$ cat src/sbat_pkg.sv
// ----------------------------------------------------------------------------
// Sprite sort and batch package
// Shared constants, the sort mode codes and the chain control bundle.
// ----------------------------------------------------------------------------
package sbat_pkg;

  localparam int MAX_GLYPHS_DEF   = 64;
  localparam int TEXTURE_BITS_DEF = 16;

  localparam int TEX_W   = 16;
  localparam int DEPTH_W = 16;
  localparam int IDX_W   = 6;
  localparam int BATCH_W = 6;
  localparam int VOFF_W  = 9;
  localparam int MODE_W  = 2;

  localparam int CFG_ADDR_W = 3;
  localparam int CFG_DATA_W = 32;

  // Register index, taken from the word address
  localparam logic REG_SORT_MODE = 1'b0;

  typedef enum logic [MODE_W-1:0] {
    MODE_TEX_ASC    = 2'd0,
    MODE_DEPTH_ASC  = 2'd1,
    MODE_DEPTH_DESC = 2'd2,
    MODE_KEEP_ORDER = 2'd3
  } sort_mode_t;

  // Control broadcast to every cell of the chain
  typedef struct packed {
    logic       ins;
    logic       pop;
    sort_mode_t mode;
  } chain_ctl_t;

endpackage

$ cat src/sbat_cell.sv
// ----------------------------------------------------------------------------
// Sprite sort cell
// One slot of the insertion chain: holds one sprite record, compares it
// against the broadcast record and shifts to its neighbors.
// ----------------------------------------------------------------------------
module sbat_cell
  import sbat_pkg::*;
#(
  parameter int TEXTURE_BITS = TEXTURE_BITS_DEF
) (
  input  logic                    clk,
  input  logic                    rst_n,
  input  chain_ctl_t              ctl,
  // broadcast record
  input  logic [TEXTURE_BITS-1:0] new_tex,
  input  logic signed [DEPTH_W-1:0] new_depth,
  input  logic [IDX_W-1:0]        new_idx,
  // neighbor toward the head
  input  logic                    prv_ahead,
  input  logic                    prv_valid,
  input  logic [TEXTURE_BITS-1:0] prv_tex,
  input  logic signed [DEPTH_W-1:0] prv_depth,
  input  logic [IDX_W-1:0]        prv_idx,
  // neighbor toward the tail
  input  logic                    nxt_valid,
  input  logic [TEXTURE_BITS-1:0] nxt_tex,
  input  logic signed [DEPTH_W-1:0] nxt_depth,
  input  logic [IDX_W-1:0]        nxt_idx,
  // own contents
  output logic                    ahead,
  output logic                    valid,
  output logic [TEXTURE_BITS-1:0] tex,
  output logic signed [DEPTH_W-1:0] depth,
  output logic [IDX_W-1:0]        idx
);

  logic                      valid_r, valid_nxt;
  logic [TEXTURE_BITS-1:0]   tex_r, tex_nxt;
  logic signed [DEPTH_W-1:0] depth_r, depth_nxt;
  logic [IDX_W-1:0]          idx_r, idx_nxt;
  logic                      goes_first;

  // Strict compare keeps equal keys in arrival order
  always_comb begin
    unique case (ctl.mode)
      MODE_TEX_ASC:    goes_first = new_tex < tex_r;
      MODE_DEPTH_ASC:  goes_first = new_depth < depth_r;
      MODE_DEPTH_DESC: goes_first = new_depth > depth_r;
      MODE_KEEP_ORDER: goes_first = 1'b0;
      default:         goes_first = 1'b0;
    endcase
  end

  // An empty slot always lets the incoming record go ahead of it
  assign ahead = !valid_r || goes_first;

  // Insert shifts the tail down; pop shifts everything toward the head
  always_comb begin
    valid_nxt = valid_r;
    tex_nxt   = tex_r;
    depth_nxt = depth_r;
    idx_nxt   = idx_r;
    if (ctl.pop) begin
      valid_nxt = nxt_valid;
      tex_nxt   = nxt_tex;
      depth_nxt = nxt_depth;
      idx_nxt   = nxt_idx;
    end else if (ctl.ins && ahead) begin
      if (prv_ahead) begin
        valid_nxt = prv_valid;
        tex_nxt   = prv_tex;
        depth_nxt = prv_depth;
        idx_nxt   = prv_idx;
      end else begin
        valid_nxt = 1'b1;
        tex_nxt   = new_tex;
        depth_nxt = new_depth;
        idx_nxt   = new_idx;
      end
    end
  end

  // Hold the slot; only the valid bit is reset
  always_ff @(posedge clk) begin
    if (!rst_n) begin
      valid_r <= 1'b0;
    end else begin
      valid_r <= valid_nxt;
    end
    tex_r   <= tex_nxt;
    depth_r <= depth_nxt;
    idx_r   <= idx_nxt;
  end

  assign valid = valid_r;
  assign tex   = tex_r;
  assign depth = depth_r;
  assign idx   = idx_r;

endmodule

$ cat config.mk
export PLATFORM = sky130hd
export DESIGN_NAME = sbat_cell
export DESIGN_NICKNAME = d
export VERILOG_FILES = /design/src/sbat_pkg.sv /design/src/sbat_cell.sv
export SDC_FILE = /design/constraint.sdc
export NUM_CORES = 1
export LEC_CHECK = 0
export BUFFER_PORTS_ARGS = -buffer_cell sky130_fd_sc_hd__buf_2
export CAP_MARGIN = 20
export CORE_MARGIN = 3
export CORE_UTILIZATION = 46
export CTS_BUF_LIST = sky130_fd_sc_hd__clkbuf_2 sky130_fd_sc_hd__clkbuf_4 sky130_fd_sc_hd__clkbuf_8
export CTS_CLUSTER_SIZE = 20
export DETAILED_ROUTE_END_ITERATION = 12
export PLACE_DENSITY = 0.83
export SLEW_MARGIN = 20
export SYNTH_ARGS = -nofsm -noshare
export SYNTH_HDL_FRONTEND = slang
export SYNTH_SLANG_ARGS = --single-unit
$ cat constraint.sdc
create_clock -name clk -period 4.75 [get_ports clk]
set_clock_uncertainty 0.05 [all_clocks]
set_input_delay 0 -clock clk [delete_from_list [all_inputs] [get_ports clk]]
set_output_delay 0 -clock clk [all_outputs]
set_load 0.01 [all_outputs]
* Word-level counts from Yosys, hierarchy flattened
Cells that the tools add are included.
** Storage, ports and cells
- Output and inout bits :: 40
- Flip-flop bits (word level) :: 39
- Logic and storage cells :: 28
- Input port bits :: 123
** Operators by class
- Eq/ne operators :: 3
- Reduce and logical (&&, ||, !) cells :: 5
- Muxes and demuxes :: 13
- Magnitude comparators :: 3
** Operator list (number)
- 16-bit two-way mux :: 6
- 16-bit less-than comparator :: 2
- 6-bit two-way mux :: 3
- 16-bit > comparator :: 1
- 2-bit == test, second input constant :: 2
- 1-bit one-hot mux with 4 select lines :: 1
- 1-bit two-way mux :: 3
- 2-bit by 1-bit == test with 1-bit output, second input constant :: 1
- 2-bit zero test :: 1
- 2-bit nonzero test :: 1
- 1-bit logical AND :: 1
- 1-bit zero test :: 1
- 1-bit logical OR :: 1

* Longest topological paths before layout
- Word-level depth :: 6
- Gate-level depth with buffers :: 8
- Mapped depth without buffers :: 8

* Worst setup path after synthesis
No wires, ideal clock.
- Kind :: register -> register
- From :: register depth_r[10] (netlist: depth[10])
- To :: register depth_r[0] (netlist: depth[0]), enable pin
- Stages on the path, launching flop included :: 9
- Slack :: 0.539 ns
- Buffers on the path :: 0
- Arrival time :: 3.705 ns
- Period minus slack after synthesis :: 4.211 ns
- Required time :: 4.244 ns
- Library setup time :: 0.456 ns
- Path through :: edfxtp_1 inv_1 ha_1 and3_1 o21ai_1 a21oi_1 nor4_2 mux2_4 a31oi_1
** On the way
- Longest elaborated chain between the ends :: 5
- Elaborated cells between the ends (all ways) :: 6
- Classes of those cells :: order compare (2); mux (1); reduce/logical (3)
** RTL lines
- start, declared :: RTL line sbat_cell.sv:39 : logic signed [DEPTH_W-1:0] depth_r, depth_nxt;
- start signal, assigned :: RTL line sbat_cell.sv:91 : depth_r <= depth_nxt;
- 16-bit > comparator / 16-bit less-than comparator (equally long branches) :: RTL line sbat_cell.sv:48, sbat_cell.sv:47
- 1-bit one-hot mux with 4 select lines * :: RTL line sbat_cell.sv:45 : unique case (ctl.mode)
- 1-bit logical OR * :: RTL line sbat_cell.sv:55 : assign ahead = !valid_r || goes_first;
- 1-bit logical AND * :: RTL line sbat_cell.sv:68 : end else if (ctl.ins && ahead) begin
- 2-bit nonzero test (no line) *
Every way passes the cells marked *; elsewhere a longest branch is shown, timed or not.
A chain may end at the register's enable or synchronous reset.

* Worst setup path after layout
- From :: register depth_r[10] (netlist: depth[10])
- To :: register idx_r[1] (netlist: idx[1]), enable pin
** On the way
- Longest elaborated chain between the ends :: 5
- Elaborated cells between the ends (all ways) :: 6
- Classes of those cells :: order compare (2); mux (1); reduce/logical (3)
** RTL lines
- 16-bit > comparator / 16-bit less-than comparator (equally long branches) :: RTL line sbat_cell.sv:48, sbat_cell.sv:47
- 1-bit one-hot mux with 4 select lines * :: RTL line sbat_cell.sv:45
- 1-bit logical OR * :: RTL line sbat_cell.sv:55
- 1-bit logical AND * :: RTL line sbat_cell.sv:68
- 2-bit nonzero test (no line) *
- end signal, assigned :: RTL line sbat_cell.sv:92 : idx_r <= idx_nxt;
- end, declared :: RTL line sbat_cell.sv:40 : logic [IDX_W-1:0] idx_r, idx_nxt;
Marks and branches as above.

==> summary.txt <==
Run status
  • Run status: finished with violations
  • Failing checks: hold timing

STA
  • Setup repair after global routing missed its margin: no
  • Transition time at the pin with the least slew margin: 0.867 ns
  • Worst hold slack: -0.00816 ns
  • Final setup TNS: 0 ns
  • Final period util: between 60 and 70%
  • Final number of hold-violating endpoints: 1
  • Highest attainable clock frequency: slightly above 300 MHz
  • Max_slew headroom: 42.2%
  • # setup viols final: 0
  • Min cycle time layout: around 3.3 ns
  • Final Slew Violations: 0

Global routing
  • First-pass GRT wire length: approximately 13000 microns
  • Initial antenna violation count: 0
  • Total grt overflow: 0
  • Largest net degree at the start of global routing: 80
  • Overall global routing resource usage: a little under a quarter
  • Via count of the first global-routing pass: approximately 3000

CTS
  • Worst-Skew Late Latency: about 0.28 ns
  • Root cell of the clock tree: sky130_fd_sc_hd__clkbuf_8
  • H-Tree Level Count: 2
  • TritonCTS clock tree: yes
  • Number of post-CTS setup repair buffers: 0
  • Number of buffers created by CTS: 5
  • Longest Clk Path Bufs: 2
  • Clk sink count: 39
  • Clock input transition at the sequential cells of the worst setup and hold paths: 0.08 ns

Setup path
  • Capturing element type of the critical path: register
  • Type of the worst setup path: register to register
  • Required time reported for the critical path endpoint: 4.68 ns
  • Worst path cell trace: inv_1, ha_1, and3_1, o21ai_1, a21oi_1, nor4_2, mux2_4, a31oi_4, buf_4
  • Type of element launching the critical path: register
  • Highest net fanout along the worst path: 24
  • Highest-delay cell along the critical path: sky130_fd_sc_hd__a31oi_4
  • Critical path arrival: between 3 and 4 ns
  • Maximum single-stage delay on the critical path: ~0.73 ns

Drt
  • Length of the first detailed-routing pass in iterations: 4
  • Final antenna-violating net count: 0
  • DRC errors left: 0
  • Avg WL per Cell: around 15 microns
  • Vias: between 2000 and 3000
  • Total Routed Length: around 8300 microns
  • DR vias/cell: slightly above 5
  • DR iter-0 viols: between 90 and 100

Pwr
  • Static leakage: 2.19 nW
  • IR drop worst, VDD: roughly 0.17 mV
  • Pwr Density: 244 nW/um^2

Floorplanning
  • Count of pins on the block boundary: ~160
  • Number of core rows: 28
  • Starting density of the core: around 48%
  • Die Height: roughly 85 microns
  • Area of the placeable core: 5960 sq um
  • Total die area: a little over 7000 sq um
  • Die W: 84.6 microns

Place
  • DPL Wire Length: 6110 microns
  • Port-buffer cells: 162
  • Routability congestion estimate from global placement: 0.808

Finish
  • Ratio of cells with drive above 1 in the final layout: 37.0%
  • Post-layout nets: ~640
  • Layout overhead on the synthesized area: 48.1%
  • Diode count: 0

Synth
  • Post-synth top area share: between 40 and 50%
  • Net count of the mapped netlist: 441
  • Count of synthesis-stage warnings from yosys: 0
  • Mapped Cells: around 290
  • Share of synthesized area occupied by flip-flops and latches: about two fifths
  • Top cells by area in the synthesized netlist: sky130_fd_sc_hd__edfxtp_1, sky130_fd_sc_hd__mux2i_1, sky130_fd_sc_hd__ha_1
  • Top cell type by total area after synthesis: sky130_fd_sc_hd__edfxtp_1
  • Number of distinct library cells after synthesis: 34
  • Area of the mapped netlist: about 2800 sq um
  • Number of synthesized register bits: 39
  • Synth Area per Inst: around 10 sq um

Job
  • Max-cap viol count: 0

Worst hold path
  • Class of the tightest hold or removal check: input pin to register
==> final timing paths <==
kind	start	to	slack (ns)	depth (start not counted)
max	depth[10]$_DFFE_PP_	idx[1]$_DFFE_PP_	1.44	9
min	nxt_depth[9]	depth[9]$_DFFE_PP_	-0.008	3
max reg2reg	depth[10]$_DFFE_PP_	idx[1]$_DFFE_PP_	1.44	9
min reg2reg	valid$_SDFFE_PN0P_	valid$_SDFFE_PN0P_	0.79	3
==> synth_stat cells <==
cell,n
sky130_fd_sc_hd__a21boi_0,1
sky130_fd_sc_hd__buf_1,1
sky130_fd_sc_hd__edfxtp_1,38
sky130_fd_sc_hd__and3_1,2
sky130_fd_sc_hd__nor3b_1,1
sky130_fd_sc_hd__o21ai_0,39
sky130_fd_sc_hd__buf_2,3
sky130_fd_sc_hd__mux2i_1,40
sky130_fd_sc_hd__inv_1,33
sky130_fd_sc_hd__a41o_1,1
sky130_fd_sc_hd__a31oi_1,1
sky130_fd_sc_hd__a21oi_1,8
sky130_fd_sc_hd__o41ai_1,1
sky130_fd_sc_hd__nor2b_1,4
sky130_fd_sc_hd__a2111oi_2,1
sky130_fd_sc_hd__ha_1,31
sky130_fd_sc_hd__a2111oi_4,1
sky130_fd_sc_hd__nand4_1,3
sky130_fd_sc_hd__dfxtp_1,1
sky130_fd_sc_hd__clkbuf_1,9
sky130_fd_sc_hd__mux2_4,1
sky130_fd_sc_hd__nor2_1,4
sky130_fd_sc_hd__o31ai_1,1
sky130_fd_sc_hd__a211oi_1,2
sky130_fd_sc_hd__nor4_1,1
sky130_fd_sc_hd__o21ai_1,1
sky130_fd_sc_hd__nand2_1,43
sky130_fd_sc_hd__a21o_1,6
sky130_fd_sc_hd__o211ai_1,1
sky130_fd_sc_hd__nor4_2,1
sky130_fd_sc_hd__o221ai_1,1
sky130_fd_sc_hd__nand2b_1,1
sky130_fd_sc_hd__nand4_2,2
sky130_fd_sc_hd__nand3_1,3
==> state kept, by name, summed over array words and instances (netlist names) <==
| signal | flops |
|---|---|
| idx | 6 |
| depth | 16 |
| valid | 1 |
| tex | 16 |
==> metrics by stage <==
stage	setup slack, ns	cell area, sq um	util, %	total power [mW]	cells
6_report	1.44	4210	70.8	1.03	559
5_1_grt	1.21	4210	70.8	1.09	559
4_1_cts	1.39	4210	70.7	1.04	559
3_5_place_dp	1.40	3730	62.6	0.761	513
3_3_place_gp	1.56	3730	62.6	0.746	513
2_1_floorplan	0.539	2850	-	0.624	287
==> routing by layer <==
layer / up-vias / track usage, % / part of all wire (%)
li1: 1420 / - / -
met1: 1274 / 25.6 / 37
met2: 125 / 43.7 / 54
met3: 16 / 4.02 / 7.0
met4: 0 / 7.05 / 2.3
met5: - / 0 / 0
==> critical path: cells and delay by family, from the launching register on <==
kind	cells	cell delay, ns
compound gates	3	0.97
simple gates	2	0.51
buf+inv	2	0.45
flops	1	0.40
mux	1	0.36
fa+ha+maj	1	0.25
==> layout by cell type, fill, tap and decap left out <==
master / count
sky130_fd_sc_hd__a21o_1: 6
sky130_fd_sc_hd__a2111oi_2: 1
sky130_fd_sc_hd__nand2_1: 43
sky130_fd_sc_hd__mux2_4: 1
sky130_fd_sc_hd__nand4_2: 2
sky130_fd_sc_hd__mux2i_1: 40
sky130_fd_sc_hd__o21ai_1: 1
sky130_fd_sc_hd__clkbuf_4: 1
sky130_fd_sc_hd__o221ai_1: 1
sky130_fd_sc_hd__inv_1: 33
sky130_fd_sc_hd__nor2_1: 4
sky130_fd_sc_hd__a21oi_1: 8
sky130_fd_sc_hd__ha_1: 31
sky130_fd_sc_hd__o31ai_1: 1
sky130_fd_sc_hd__o211ai_1: 1
sky130_fd_sc_hd__nor3b_1: 1
sky130_fd_sc_hd__edfxtp_1: 38
sky130_fd_sc_hd__a2111oi_4: 1
sky130_fd_sc_hd__dlygate4sd3_1: 38
sky130_fd_sc_hd__nor2b_1: 4
sky130_fd_sc_hd__a41o_1: 1
sky130_fd_sc_hd__dfxtp_1: 1
sky130_fd_sc_hd__a31oi_4: 1
sky130_fd_sc_hd__buf_2: 161
sky130_fd_sc_hd__o21ai_0: 39
sky130_fd_sc_hd__buf_4: 3
sky130_fd_sc_hd__nor4_1: 1
sky130_fd_sc_hd__nand3_1: 3
sky130_fd_sc_hd__nand4_1: 3
sky130_fd_sc_hd__a21boi_0: 1
sky130_fd_sc_hd__nor4_2: 1
sky130_fd_sc_hd__and3_1: 2
sky130_fd_sc_hd__clkbuf_8: 7
sky130_fd_sc_hd__a211oi_1: 2
sky130_fd_sc_hd__nand2b_1: 1
sky130_fd_sc_hd__o41ai_1: 1
==> timing repair <==
item	4_1_cts	5_1_grt
hold buffers	38	0
resized for setup	0	0
hold endpoints to repair	38	0
==> logic make-up after synthesis <==
logic type | synth area share [%]
compound gates | 14.0
simple gates | 10.7
buf+inv | 6.20
mux | 14.6
flops | 40.8
fa+ha+maj | 13.6
==> layout make-up <==
| class | count | area [sq um] |
|---|---|---|
| timing repair buffer | 202 | 1210 |
| inverter | 33 | 124 |
| tap | 75 | 93.8 |
| clock buffer | 8 | 104 |
| sequential | 39 | 1160 |
| fill | 450 | 1740 |
| multi-input combinational | 202 | 1520 |
==> report_power, final <==
group | internal (mW) | switching (mW)
logic | 0.161 | 0.171
registers | 0.428 | 0.0173
clock network | 0.138 | 0.113
total | 0.727 | 0.301
No activity file was read; power rests on OpenSTA's default activity.
